[config.mk]
export PLATFORM = sky130hd
export DESIGN_NAME = ir_pulse_distance_transmitter_core
export DESIGN_NICKNAME = d
export VERILOG_FILES = /design/src/hdl/irpdt_pkg.sv /design/src/hdl/ir_pulse_distance_transmitter_core.sv
export SDC_FILE = /design/constraint.sdc
export NUM_CORES = 1
export LEC_CHECK = 0
export ABC_AREA = 0
export ABC_CLOCK_PERIOD_IN_PS = 7700
export BUFFER_PORTS_ARGS = -buffer_cell sky130_fd_sc_hd__buf_2
export CORE_UTILIZATION = 64
export DETAILED_ROUTE_END_ITERATION = 16
export PLACE_DENSITY = 0.85
export REMOVE_ABC_BUFFERS = 1
export SLEW_MARGIN = 20
export SYNTH_ARGS = -nofsm -noshare
export SYNTH_HDL_FRONTEND = slang
export SYNTH_SLANG_ARGS = --single-unit
[constraint.sdc]
create_clock -name clk -period 7.7 [get_ports clk]
set_clock_uncertainty 0.05 [all_clocks]
set_input_delay 1.155 -clock clk [delete_from_list [all_inputs] [get_ports clk]]
set_output_delay 1.155 -clock clk [all_outputs]
set_load 0.02 [all_outputs]
[src/hdl/irpdt_pkg.sv]
// Shared constants and register indexes for the pulse-distance IR transmitter.
package irpdt_pkg;

  localparam int FRAME_BITS = 32;
  localparam int WORD_W     = 32;
  localparam int TICK_W     = 16;
  localparam int BITS_W     = 6;
  localparam int CFG_IDX_W  = 3;

  // Configuration register indexes
  localparam logic [CFG_IDX_W-1:0] REG_CARRIER_DUTY     = 3'd0;
  localparam logic [CFG_IDX_W-1:0] REG_MARK_TICKS       = 3'd1;
  localparam logic [CFG_IDX_W-1:0] REG_ONE_SPACE_TICKS  = 3'd2;
  localparam logic [CFG_IDX_W-1:0] REG_ZERO_SPACE_TICKS = 3'd3;
  localparam logic [CFG_IDX_W-1:0] REG_LEAD_MARK_TICKS  = 3'd4;
  localparam logic [CFG_IDX_W-1:0] REG_LEAD_SPACE_TICKS = 3'd5;

  // Register reset values
  localparam logic [TICK_W-1:0] RST_CARRIER_DUTY     = 16'd0;
  localparam logic [TICK_W-1:0] RST_MARK_TICKS       = 16'd560;
  localparam logic [TICK_W-1:0] RST_ONE_SPACE_TICKS  = 16'd1690;
  localparam logic [TICK_W-1:0] RST_ZERO_SPACE_TICKS = 16'd560;
  localparam logic [TICK_W-1:0] RST_LEAD_MARK_TICKS  = 16'd9000;
  localparam logic [TICK_W-1:0] RST_LEAD_SPACE_TICKS = 16'd4500;

  // Data bits still to follow the first one
  localparam logic [BITS_W-1:0] BITS_AFTER_FIRST = BITS_W'((FRAME_BITS - 1) & 63);

  // Item opcodes
  localparam logic OP_TICK = 1'b0;
  localparam logic OP_SEND = 1'b1;

endpackage

[src/hdl/ir_pulse_distance_transmitter_core.sv]
// Pulse-distance IR frame transmitter: frame sequencer with registered result beat.
// Latency: the result beat is registered, valid the cycle after its input beat is accepted.
// Throughput: one item per cycle; a new item is taken while the last result is
//   being taken, and only a stalled result register holds the input back.
// The whole tick step (phase length select, counter compare, phase advance) is
//   one pass of logic between the state registers.
// Reset (synchronous, rst high): idle, counters cleared, registers at defaults.
module ir_pulse_distance_transmitter_core
  import irpdt_pkg::*;
(
  input  logic                 clk,
  input  logic                 rst,
  input  logic                 cfg_write,
  input  logic [CFG_IDX_W-1:0] cfg_index,
  input  logic [TICK_W-1:0]    cfg_data,
  input  logic                 in_valid,
  output logic                 in_ready,
  input  logic                 op,
  input  logic [WORD_W-1:0]    frame_data,
  output logic                 out_valid,
  input  logic                 out_ready,
  output logic [TICK_W-1:0]    carrier_compare,
  output logic                 busy_res,
  output logic                 frame_done,
  output logic                 send_rejected
);

  typedef enum logic [2:0] {
    PH_IDLE       = 3'd0,
    PH_LEAD_MARK  = 3'd1,
    PH_LEAD_SPACE = 3'd2,
    PH_BIT_MARK   = 3'd3,
    PH_BIT_SPACE  = 3'd4,
    PH_END_MARK   = 3'd5
  } phase_t;

  logic [TICK_W-1:0] carrier_duty, mark_ticks, one_space_ticks;
  logic [TICK_W-1:0] zero_space_ticks, lead_mark_ticks, lead_space_ticks;

  phase_t            phase, phase_next, phase_w;
  logic [TICK_W-1:0] tick_count, tick_count_next, tick_w;
  logic [WORD_W-1:0] shift_word, shift_word_next, shift_w;
  logic [BITS_W-1:0] bits_left, bits_left_next, bits_w;

  logic              accept;
  logic              running;
  logic              run_w;
  logic [TICK_W-1:0] len_raw;
  logic [TICK_W:0]   len;
  logic [TICK_W:0]   spent;
  logic [TICK_W-1:0] compare_next;
  logic              done_next;
  logic              rejected_next;

  assign in_ready = !out_valid || out_ready;
  assign accept   = in_valid && in_ready;

  // Configuration registers
  always_ff @(posedge clk) begin
    if (rst) begin
      carrier_duty     <= RST_CARRIER_DUTY;
      mark_ticks       <= RST_MARK_TICKS;
      one_space_ticks  <= RST_ONE_SPACE_TICKS;
      zero_space_ticks <= RST_ZERO_SPACE_TICKS;
      lead_mark_ticks  <= RST_LEAD_MARK_TICKS;
      lead_space_ticks <= RST_LEAD_SPACE_TICKS;
    end else if (cfg_write) begin
      case (cfg_index)
        REG_CARRIER_DUTY:     carrier_duty     <= cfg_data;
        REG_MARK_TICKS:       mark_ticks       <= cfg_data;
        REG_ONE_SPACE_TICKS:  one_space_ticks  <= cfg_data;
        REG_ZERO_SPACE_TICKS: zero_space_ticks <= cfg_data;
        REG_LEAD_MARK_TICKS:  lead_mark_ticks  <= cfg_data;
        REG_LEAD_SPACE_TICKS: lead_space_ticks <= cfg_data;
        default: ;
      endcase
    end
  end

  // Frame step: load on a send while idle (a send while running is rejected), then advance one tick
  always_comb begin
    running = (phase == PH_LEAD_MARK) || (phase == PH_LEAD_SPACE) ||
              (phase == PH_BIT_MARK)  || (phase == PH_BIT_SPACE)  ||
              (phase == PH_END_MARK);
    phase_w       = phase;
    tick_w        = tick_count;
    shift_w       = shift_word;
    bits_w        = bits_left;
    run_w         = running;
    rejected_next = 1'b0;

    if (!running) begin
      phase_w = PH_IDLE;
      if (op == OP_SEND) begin
        shift_w = frame_data;
        phase_w = PH_LEAD_MARK;
        tick_w  = '0;
        bits_w  = '0;
        run_w   = 1'b1;
      end
    end else if (op == OP_SEND) begin
      rejected_next = 1'b1;
    end

    // Length of the phase in hand; zero acts as one tick
    case (phase_w)
      PH_LEAD_MARK:  len_raw = lead_mark_ticks;
      PH_LEAD_SPACE: len_raw = lead_space_ticks;
      PH_BIT_MARK:   len_raw = mark_ticks;
      PH_BIT_SPACE:  len_raw = shift_w[WORD_W-1] ? one_space_ticks : zero_space_ticks;
      default:       len_raw = mark_ticks;
    endcase
    len   = (len_raw == '0) ? (TICK_W+1)'(1) : {1'b0, len_raw};
    spent = {1'b0, tick_w} + (TICK_W+1)'(1);

    phase_next      = phase_w;
    tick_count_next = tick_w;
    shift_word_next = shift_w;
    bits_left_next  = bits_w;
    compare_next    = '0;
    done_next       = 1'b0;

    if (run_w) begin
      if ((phase_w == PH_LEAD_MARK) || (phase_w == PH_BIT_MARK) ||
          (phase_w == PH_END_MARK)) begin
        compare_next = carrier_duty;
      end
      if (spent < len) begin
        tick_count_next = spent[TICK_W-1:0];
      end else begin
        tick_count_next = '0;
        case (phase_w)
          PH_LEAD_MARK:  phase_next = PH_LEAD_SPACE;
          PH_LEAD_SPACE: begin
            phase_next     = PH_BIT_MARK;
            bits_left_next = BITS_AFTER_FIRST;
          end
          PH_BIT_MARK:   phase_next = PH_BIT_SPACE;
          PH_BIT_SPACE: begin
            shift_word_next = {shift_w[WORD_W-2:0], 1'b0};
            if (bits_w == '0) begin
              phase_next = PH_END_MARK;
            end else begin
              bits_left_next = bits_w - BITS_W'(1);
              phase_next     = PH_BIT_MARK;
            end
          end
          default: begin
            phase_next = PH_IDLE;
            done_next  = 1'b1;
          end
        endcase
      end
    end
  end

  // Hold state and the result register; advance on each accepted beat
  always_ff @(posedge clk) begin
    if (rst) begin
      phase      <= PH_IDLE;
      tick_count <= '0;
      shift_word <= '0;
      bits_left  <= '0;
      out_valid  <= 1'b0;
    end else begin
      if (accept) begin
        phase      <= phase_next;
        tick_count <= tick_count_next;
        shift_word <= shift_word_next;
        bits_left  <= bits_left_next;
        out_valid  <= 1'b1;
      end else if (out_ready) begin
        out_valid <= 1'b0;
      end
    end
  end

  // Result payload
  always_ff @(posedge clk) begin
    if (accept) begin
      carrier_compare <= compare_next;
      busy_res        <= (phase_next != PH_IDLE);
      frame_done      <= done_next;
      send_rejected   <= rejected_next;
    end
  end

  // A finished frame leaves the sequencer idle
  a_done_idle: assert property (@(posedge clk) disable iff (rst)
    (out_valid && frame_done) |-> (!busy_res && phase == PH_IDLE))
    else $error("frame_done without return to idle");

  // Carrier only while a frame runs or on its final tick
  a_carrier_in_frame: assert property (@(posedge clk) disable iff (rst)
    (out_valid && carrier_compare != '0) |-> (busy_res || frame_done))
    else $error("carrier driven outside a frame");

  // Bit counter is only loaded once the lead space ends
  a_lead_bits_clear: assert property (@(posedge clk) disable iff (rst)
    (phase == PH_LEAD_MARK || phase == PH_LEAD_SPACE) |-> (bits_left == '0))
    else $error("bit counter set during lead");

  // Busy result tracks the sequencer state after the beat
  a_busy_tracks_phase: assert property (@(posedge clk) disable iff (rst)
    accept |=> (busy_res == (phase != PH_IDLE)))
    else $error("busy_res out of step with phase");

endmodule
==> results of run 1 <==
[sequential cells by signal (all words and copies together) (netlist names), 16 cells and up]
register	cells
lead_space_ticks	16
zero_space_ticks	16
shift_word	32
carrier_duty	16
lead_mark_ticks	16
tick_count	16
one_space_ticks	16
mark_ticks	16
carrier_compare	16
[critical path, delay by kind of cell]
family | cells | cell delay, ns
and+or+nand+nor | 11 | 3.45
adders and majority gates | 1 | 0.35
buffers and inverters | 1 | 0.19
xor gates and xnor gates | 1 | 0.15
AOI/OAI and AO/OA | 3 | 0.70
[power by group through the flow]
stage	logic, mW	registers, mW	clock network [mW]
final	0.258	0.957	0.852
after global routing	0.279	0.960	0.900
after CTS	0.253	0.956	0.855
after detailed placement	0.251	0.977	0
after global placement	0.247	0.976	0
after floorplan	0.144	0.984	0
[layout by cell type (no fill, tap or decap), types with 5 or more instances in the layout]
master / Yosys / routed
clkbuf_16: 0 / 17
and2_1: 21 / 21
nand2b_1: 7 / 7
buf_2: 11 / 76
buf_4: 2 / 16
nor2_1: 44 / 43
o21ai_0: 33 / 32
o221a_2: 8 / 8
nor3_1: 26 / 26
o32ai_1: 10 / 10
ha_1: 17 / 17
xor2_1: 6 / 6
a31oi_1: 9 / 9
mux2i_1: 33 / 33
or3_1: 6 / 5
edfxtp_1: 19 / 19
o21a_1: 14 / 14
clkinv_4: 0 / 6
xnor2_1: 6 / 6
inv_1: 13 / 13
and3_1: 7 / 7
dfxtp_1: 154 / 154
nand2_1: 293 / 292
nand4_1: 6 / 6
a221o_1: 16 / 16
o311ai_1: 7 / 7
nand3_1: 59 / 59
a21oi_1: 127 / 126
[per-layer routing]
layer  vias to the layer above  global-route usage
met5                         -                   0
met4                         0               0.119
met3                        58              0.0647
met2                       453               0.567
met1                      3886               0.437
li1                       3989                   -
[path summary, 6_finish.rpt]
path / from / end / slack, ns / cells after the start
worst max register to register: phase[1]$_SDFFE_PP0P_ / shift_word[29]$_SDFFE_PP0P_ / 2.05 / 16
worst min-delay path: carrier_duty[9]$_SDFFE_PP0P_ / carrier_duty[9]$_SDFFE_PP0P_ / 0.40 / 2
worst min register to register: carrier_duty[9]$_SDFFE_PP0P_ / carrier_duty[9]$_SDFFE_PP0P_ / 0.40 / 2
worst max-delay path: op / shift_word[29]$_SDFFE_PP0P_ / 1.99 / 17
[logic make-up (layout without fill, tap and decap cells)]
group | Yosys count | count (layout)
and+or+nand+nor | 489 | 489
AOI/OAI and AO/OA | 280 | 280
DFF | 173 | 173
buffers and inverters | 95 | 139
muxes | 36 | 36
adders and majority gates | 17 | 17
xor gates and xnor gates | 12 | 12
[through the flow]
step / setup WS, ns / hold WS [ns]
4_1_cts: 1.77 / 0.403
2_1_floorplan: 1.42 / 0.376
6_report: 1.99 / 0.399
3_3_place_gp: 1.53 / 0.389
5_1_grt: 1.62 / 0.423
3_5_place_dp: 1.37 / 0.394
[final cells by class]
| cell class | instances | area, um^2 | area share |
|---|---|---|---|
| Tap cell | 176 | 220 | 0.0227 |
| Clock buffer | 18 | 439 | 0.0452 |
| Timing Repair Buffer | 92 | 500 | 0.0516 |
| Sequential cell | 173 | 3650 | 0.376 |
| Multi-Input combinational cell | 834 | 4690 | 0.483 |
| Inverter | 15 | 56.3 | 0.00580 |
| Clock inverter | 14 | 153 | 0.0157 |
==> metrics, run 1 <==
core area 0.0133 mm^2; compound-gate portion of the synthesized area 0.212; fin cells 1322; critical path required time 8.02 ns; DR WL met2 11.3 mm; detailed placer's ending HPWL 15.1 mm; via count 8386; Synth Area per Inst 7.93 um^2; final WL 23.4 mm; Final Instance Area 0.00971 mm^2; CTS tree yes; Setup CP Type in2reg; GR Overflow Total 0; wire length on met1 9.48 mm; Pint 1.49 mW; Worst-Skew Late Latency 0.44 ns; Cells after Synth 1102; Area Overhead vs Synth 11.2%; Final #Nets 1207; Synth Area in Simple Gates 0.245; top-area cell type share of the netlist area 0.353; Port Buffer Count 77; RSZ-0062 raised after global routing false; largest family of logic cells by synthesized area simple AND/OR/NAND/NOR gates; chip width 119 um; FFs w/ async S/R, synth 0; die height 119 um; Main synth FF type dfxtp_1; Clock Power Share 0.412; maximum clock insertion buffer count 2; gp weighted congestion 0.941; wire per inst 17.7 um; MaxCap Viol Count 0; worst-path maximum fanout 36; mux cell area share after synthesis 0.0417; fin crit period 5.71 ns; Netlist cell types 71; actual slew at the worst max-slew pin 0.995 ns; Static Leakage 3.53 nW; post-route ant nets 0; VDD IR max 0.189 mV; Fin. Hold Viols 0; post-synthesis xor/xnor area fraction 0.0120; Top Layer Used met4; CTS sink cnt 173; DRT Pass-1 Iters 5; Sequential Power Share 0.463; CTS Hold Bufs 0; switching share of power 0.278; vias in the first global route 7766; Post-synth EDFFs 19; crit share post-route 0.741; Vias/cell 6.34; Most common cell on crit path nand4_1; placed inst area 0.00911 mm^2; Pwr Density 213 mW/mm^2; count leader, synth nand2_1; relative max-transition margin 0.337; fin util 0.730; Critical Path Slowest Stage Cell or3_2; Max Freq 0.175 GHz; antenna violations before repair 0; sequential fraction of the synthesis area 0.418; crit path DAT 6.02 ns; Synth area leader dfxtp_1; Hold WC Path Type reg2reg; TNS Setup 0 ns; CP Capture Type flop; Net Sw Power 0.575 mW; outcome finished clean; CTS root buffer clkbuf_16; Comb pwr share 0.125; post-CTS sizing 0; largest net degree at the start of global routing 54; # Post-CTS Setup Buffers 0; max-slew violations 0; layout cells sized above 1 0.131; placed cells 1290; wire length on met3 2.04 mm; #FFs+latches synth 173; Setup Viol. Count Final 0; 1st-iter DRT viols 1009; Worst path max stage delay 0.78 ns; Core Rows 42; Synth Warn # 0; CP Launch Type input pin; global-route wire length before repair 38.3 mm; synth top area cells dfxtp_1 35%, nand2_1 13%, a21oi_1 7.3%; Tot GR Track Use 0.339; Die ar. 0.0141 mm^2; fillcell total 1014; crit-path cells buf_2 > or4b_1 > nand3_1 > nor4_1 > nand4_1 > nor3_1 > xnor2_1 > nor2_1 > ha_1 > nand4_1 > nor3_1 > a31oi_1 > nand4_1 > nor2_1 > or3_2 > a221o_1 > a21oi_1; CTS H-tree depth 4; synth cell count leaders 293 x nand2_1, 154 x dfxtp_1, 127 x a21oi_1, 61 x clkbuf_1, 59 x nand3_1; DRC Markers 0; Pwr Total 2.07 mW; Synth Area in Adders 0.0244; Mapped Area 0.00873 mm^2; initial core utilization 0.657; n_diodes 0; Worst-path clk slew 0.07 ns; CTS Buf Count 17; # IOs 78
Note: power is estimated with default switching activity, not from simulation.
==> run 2, diff against run 1 <==
--- a/config.mk
+++ b/config.mk
@@ -6,11 +6,11 @@
 export NUM_CORES = 1
 export LEC_CHECK = 0
 export ABC_AREA = 0
-export ABC_CLOCK_PERIOD_IN_PS = 7700
+export ABC_CLOCK_PERIOD_IN_PS = 5900
 export BUFFER_PORTS_ARGS = -buffer_cell sky130_fd_sc_hd__buf_2
-export CORE_UTILIZATION = 64
+export CORE_UTILIZATION = 60
 export DETAILED_ROUTE_END_ITERATION = 16
-export PLACE_DENSITY = 0.85
+export PLACE_DENSITY = 0.8
 export REMOVE_ABC_BUFFERS = 1
 export SLEW_MARGIN = 20
 export SYNTH_ARGS = -nofsm -noshare
==> constraint.sdc (replaced) <==
create_clock -name clk -period 5.9 [get_ports clk]
set_clock_uncertainty 0.05 [all_clocks]
set_input_delay 0.885 -clock clk [delete_from_list [all_inputs] [get_ports clk]]
set_output_delay 0.885 -clock clk [all_outputs]
set_load 0.02 [all_outputs]
==> run 2 against run 1 <==
Effect of this change:
- sequential cell count unchanged
- die area grew 6.6%
- global-route usage is 2.3 points lower
- non-clock buffer count grew 5
- first-iteration DRC count shrank 23%
- count of clock-buffer cells in the layout unchanged
- hold slack improved by 0.0012 ns
- routed wire length fell by 0.63%
- via count down 0.98%
- clock power is 31% higher
- sequential share of layout area decreased by 0.15 points
- critical path type unchanged
==> metrics, run 2 (synthesis gave the netlist of run 1 again) <==
Vias/cell 6.24 (-1.6%); Hold WC Path Type reg2reg; HP Start carrier_duty[4]$_SDFFE_PP0P_; commonest cells after routing, fill and taps aside 292 x nand2_1, 154 x dfxtp_1, 126 x a21oi_1, 76 x buf_2, 59 x nand3_1; Static Leakage 3.55 nW (+0.51%); RR Startpoint phase[2]$_SDFFE_PP0P_; Setup Viol. Count Final 0 (unchanged); CTS Buf Count 17 (unchanged); # Post-CTS Setup Buffers 0 (unchanged); Pwr Density 277 mW/mm^2 (+30%); Max Freq 0.189 GHz; chip width 123 um (+3.2%); antenna violations before repair 0 (unchanged); Setup CP Type in2reg; Port Buffer Count 77 (unchanged); hold path cells 2 (unchanged); fin util 0.694 (-0.0361); worst-path maximum fanout 36 (unchanged); Final #Nets 1212 (+0.41%); max-slew violations 0 (unchanged); max FFs per register 32 (unchanged); crit path from op; CTS tree yes; core area 0.0140 mm^2 (+5.6%); post-CTS sizing 0 (unchanged); die height 123 um (+3.2%); initial core utilization 0.622 (-0.0349); gp weighted congestion 0.925 (-1.7%); vias in the first global route 7438 (-4.2%); global-route wire length before repair 37.3 mm (-2.6%); n_diodes 0 (unchanged); outcome finished clean; critical path required time 6.21 ns (-1.81 ns); layout cells sized above 1 0.134 (+0.00291); reg2reg path depth 14 (-2); # IOs 78 (unchanged); largest net degree at the start of global routing 80 (+48%); Worst-Skew Late Latency 0.43 ns (about the same); Largest Register shift_word; crit path DAT 5.62 ns (-0.40 ns); TNS Setup 0 ns (unchanged); register area 0.00365 mm^2 (unchanged); post-route ant nets 0 (unchanged); detailed placer's ending HPWL 15.1 mm (+0.43%); CTS sink cnt 173 (unchanged); Die ar. 0.0150 mm^2 (+6.6%); fin crit period 5.30 ns; GR Overflow Total 0 (unchanged); 1st-iter DRT viols 775 (-23%); via count 8304 (-0.98%); Tot GR Track Use 0.316 (-0.0226); VDD IR max 0.224 mV (+19%); CTS H-tree depth 4 (unchanged); actual slew at the worst max-slew pin 0.975 ns (-0.0199 ns); fin cells 1331 (+0.68%); relative max-transition margin 0.350 (+0.0133); DRC Markers 0 (unchanged); Final Instance Area 0.00975 mm^2 (+0.40%); CTS root buffer clkbuf_16; crit share post-route 0.899; placed inst area 0.00916 mm^2 (+0.45%); area of the multi-input gates 0.00468 mm^2 (about the same); CP Launch Type input pin; Area Overhead vs Synth 11.6%; RSZ-0062 raised after global routing false; CP Capture Type flop; DRT Pass-1 Iters 6 (+1); maximum clock insertion buffer count 2 (unchanged); R2R Path End busy_res$_DFFE_PP_; CTS Hold Bufs 0 (unchanged); commonest non-fill, non-tap cell in the layout nand2_1; Worst Hold Endpoint carrier_duty[4]$_SDFFE_PP0P_; Core Rows 43 (+2.4%); MaxCap Viol Count 0 (unchanged); fillcell total 1139 (+12%); placed cells 1299 (+0.70%); Fin. Hold Viols 0 (unchanged); final WL 23.3 mm (-0.63%); wire per inst 17.5 um (-1.3%); Worst-path clk slew 0.07 ns (about the same); reg2reg setup slack 0.70 ns (-1.35 ns)
-- run 2: layout make-up --
| cell class | instances | area share |
|---|---|---|
| sequential | 173 | 0.375 |
| multi-input combinational | 834 | 0.480 |
| clock buffer | 18 | 0.0451 |
| inverter | 15 | 0.00578 |
| tap | 180 | 0.0231 |
| clock inverter | 14 | 0.0155 |
| timing repair buffer | 97 | 0.0552 |
-- run 2: worst max path at each step --
stage                                        to  slack (ns)  cells past startpoint
finish              shift_word[30]$_SDFFE_PP0P_        0.60                     21
global route        shift_word[30]$_SDFFE_PP0P_        0.28                     21
CTS                 shift_word[30]$_SDFFE_PP0P_        0.71                     21
detailed placement  shift_word[30]$_SDFFE_PP0P_        0.31                     21
global placement     shift_word[1]$_SDFFE_PP0P_        0.45                     21
floorplan           shift_word[27]$_SDFFE_PP0P_       -0.11                     16
-- run 2: where the power goes --
| part | leakage, nW | internal, mW | switching (mW) |
|---|---|---|---|
| combinational | 1.83 | 0.116 | 0.220 |
| clock | 0.282 | 0.609 | 0.507 |
| sequential | 1.44 | 1.23 | 0.0229 |
-- run 2: critical path: stages --
cell and delay (ns):
buf_2 0.26, or4b_1 0.56, nand3_1 0.20, inv_1 0.08, ha_1 0.24, and4_1 0.23
nand2_1 0.12, nor2_1 0.08, nand3_1 0.13, xor2_1 0.15, nor2_1 0.08, ha_1 0.35
a211oi_1 0.20, o21ai_0 0.12, o2111ai_1 0.15, nand4_1 0.40, nor3_4 0.35, or3_1 0.15
buf_4 0.35, mux2_2 0.38, o21ai_1 0.12
-- run 2: through the flow --
step                      hold slack, ns  power, mW  worst slack, ns
after global placement             0.388       1.60            0.445
after floorplan                    0.376       1.47           -0.111
after global routing               0.422       2.80            0.278
final                              0.400       2.70            0.596
after detailed placement           0.392       1.60            0.309
after CTS                          0.401       2.70            0.709
-- run 2: per-layer routing --
metal,global-route usage,vias up,share of wire
met4,0.0991,0,0.021
met1,0.404,3887,0.41
li1,-,3982,-
met5,0,-,0
met3,0.0623,49,0.077
met2,0.535,386,0.49
==> run 3, diff against run 2 <==
--- a/config.mk
+++ b/config.mk
@@ -8,9 +8,10 @@
 export ABC_AREA = 0
 export ABC_CLOCK_PERIOD_IN_PS = 5900
 export BUFFER_PORTS_ARGS = -buffer_cell sky130_fd_sc_hd__buf_2
-export CORE_UTILIZATION = 60
+export CORE_UTILIZATION = 62
+export CTS_BUF_LIST = sky130_fd_sc_hd__clkbuf_8
 export DETAILED_ROUTE_END_ITERATION = 16
-export PLACE_DENSITY = 0.8
+export PLACE_DENSITY = 0.83
 export REMOVE_ABC_BUFFERS = 1
 export SLEW_MARGIN = 20
 export SYNTH_ARGS = -nofsm -noshare
==> run 3 against run 2 <==
Effect of this change:
- count of clock-buffer cells in the layout decreased by 1
- first-iteration DRC count rose by 5.8%
- die area down 3.2%
- clock power down 17%
- critical path type unchanged
- largest power group unchanged
==> metrics, run 3 (synthesis gave the netlist of run 1 again) <==
Tot GR Track Use 0.313 (-0.00281); Fin. Hold Viols 0 (unchanged); CTS Hold Bufs 0 (unchanged); wire per inst 17.0 um (-2.6%); maximum clock insertion buffer count 2 (unchanged); final WL 22.7 mm (-2.7%); Pwr Total 2.52 mW (-6.9%); CTS root buffer clkbuf_8; actual slew at the worst max-slew pin 0.933 ns (-0.0424 ns); crit share post-route 0.872 (-0.0267); post-CTS sizing 0 (unchanged); commonest non-fill, non-tap cell in the layout nand2_1; Area Overhead vs Synth 9.93%; Worst-Skew Late Latency 0.48 ns (+0.05 ns); global-route wire length before repair 36.3 mm (-2.6%); Final Instance Area 0.00960 mm^2 (-1.5%); n_diodes 0 (unchanged); post-route ant nets 0 (unchanged); via count 8267 (-0.45%); fillcell total 1145 (+0.53%); max-slew violations 0 (unchanged); detailed placer's ending HPWL 15.2 mm (+0.81%); max FFs per register 32 (unchanged); die height 121 um (-1.6%); antenna violations before repair 0 (unchanged); DRC Markers 0 (unchanged); layout cells sized above 1 0.133 (-0.000753); crit path DAT 5.50 ns (-0.12 ns); fin cells 1330 (-0.075%); outcome finished clean; met1 usage 0.417 (+0.0129); Worst-path clk slew 0.10 ns (+0.03 ns); CTS sink cnt 173 (unchanged); initial core utilization 0.632 (+0.00968); core area 0.0138 mm^2 (-1.5%); grt met3 use 0.0618 (-0.000475); RSZ-0062 raised after global routing false; relative max-transition margin 0.378 (+0.0282); # IOs 78 (unchanged); Vias/cell 6.22 (-0.37%); Static Leakage 3.49 nW (-1.6%); CTS tree yes; MaxCap Viol Count 0 (unchanged); critical path required time 6.25 ns (+0.04 ns); chip width 121 um (-1.6%); Pwr Density 262 mW/mm^2 (-5.5%); register area 0.00365 mm^2 (unchanged); Place WS 0.330 ns (+0.0210 ns); Setup CP Type in2reg; Final WS setup 0.754 ns (+0.158 ns); 1st-iter DRT viols 820 (+5.8%); GRT met2 Usage 0.503 (-0.0326); Core Rows 43 (unchanged); vias in the first global route 7318 (-1.6%); CP Launch Type input pin; Final #Nets 1211 (-0.083%); busiest layer in global routing met2; DRT Pass-1 Iters 5 (-1); Hold WC Path Type reg2reg; TNS Setup 0 ns (unchanged); worst-path maximum fanout 36 (unchanged); # Post-CTS Setup Buffers 0 (unchanged); Setup Viol. Count Final 0 (unchanged); CTS Buf Count 17 (unchanged); placed cells 1298 (-0.077%); fin crit period 5.15 ns (-0.158 ns); largest net degree at the start of global routing 54 (-33%); VDD IR max 0.181 mV (-19%); CTS H-tree depth 4 (unchanged); commonest cells after routing, fill and taps aside 292 x nand2_1, 154 x dfxtp_1, 126 x a21oi_1, 76 x buf_2, 59 x nand3_1; gp weighted congestion 0.918 (-0.68%); area of the multi-input gates 0.00468 mm^2 (unchanged); Port Buffer Count 77 (unchanged); placed inst area 0.00915 mm^2 (-0.11%); Max Freq 0.194 GHz (+3.1%); Die ar. 0.0146 mm^2 (-3.2%); Largest Register shift_word; GR Overflow Total 0 (unchanged); CP Capture Type flop
[run 3: cell count changes in the layout (fill, tap and decap cells not counted), sizes merged]
| cell | previous run | this run |
|---|---|---|
| buf | 97 | 96 |
| bufinv | 1 | 3 |
| clkbuf | 18 | 17 |
| clkinvlp | 3 | 0 |
| inv | 20 | 22 |
[run 3: critical path, stage by stage]
cell and delay [ns]:
buf_2 0.24, or4b_1 0.58, nand3_1 0.21, inv_1 0.09
ha_1 0.22, and4_1 0.22, nand2_1 0.12, nor2_1 0.08
nand3_1 0.14, xor2_1 0.15, nor2_1 0.07, ha_1 0.34
a211oi_1 0.21, o21ai_0 0.12, o2111ai_1 0.13, nand4_1 0.38
nor3_4 0.34, or3_1 0.13, buf_4 0.34, mux2_2 0.38
o21ai_1 0.11
[run 3: worst paths after layout]
check,from,endpoint,slack [ns],depth (start not counted)
max,op,shift_word[30]$_SDFFE_PP0P_,0.75,21
min,carrier_duty[0]$_SDFFE_PP0P_,carrier_duty[0]$_SDFFE_PP0P_,0.40,2
max reg2reg,phase[1]$_SDFFE_PP0P_,shift_word[30]$_SDFFE_PP0P_,0.86,14
min reg2reg,carrier_duty[0]$_SDFFE_PP0P_,carrier_duty[0]$_SDFFE_PP0P_,0.40,2
[run 3: layout make-up]
type / instances / share of cell area
clock buffer: 17 / 0.0244
sequential: 173 / 0.381
clock inverter: 15 / 0.0227
inverter: 15 / 0.00586
timing repair buffer: 96 / 0.0553
tap: 180 / 0.0235
multi-input combinational: 834 / 0.488
[run 3: through the flow]
step	hold WS, ns	util
2_1_floorplan	0.376	-
3_3_place_gp	0.388	0.661
3_5_place_dp	0.394	0.661
4_1_cts	0.407	0.694
5_1_grt	0.424	0.694
6_report	0.404	0.694
[run 3: where the power goes]
part           internal, mW  total [mW]  switching (mW)
sequential             1.23        1.25          0.0226
combinational         0.115       0.332           0.217
clock                 0.443       0.935           0.492
[run 3: per-layer routing]
layer	routed length [um]	vias to the layer above	part of all wire
li1	-	3985	-
met1	9620	3860	0.42
met2	10800	368	0.47
met3	1640	54	0.072
met4	645	0	0.028
met5	0	-	0
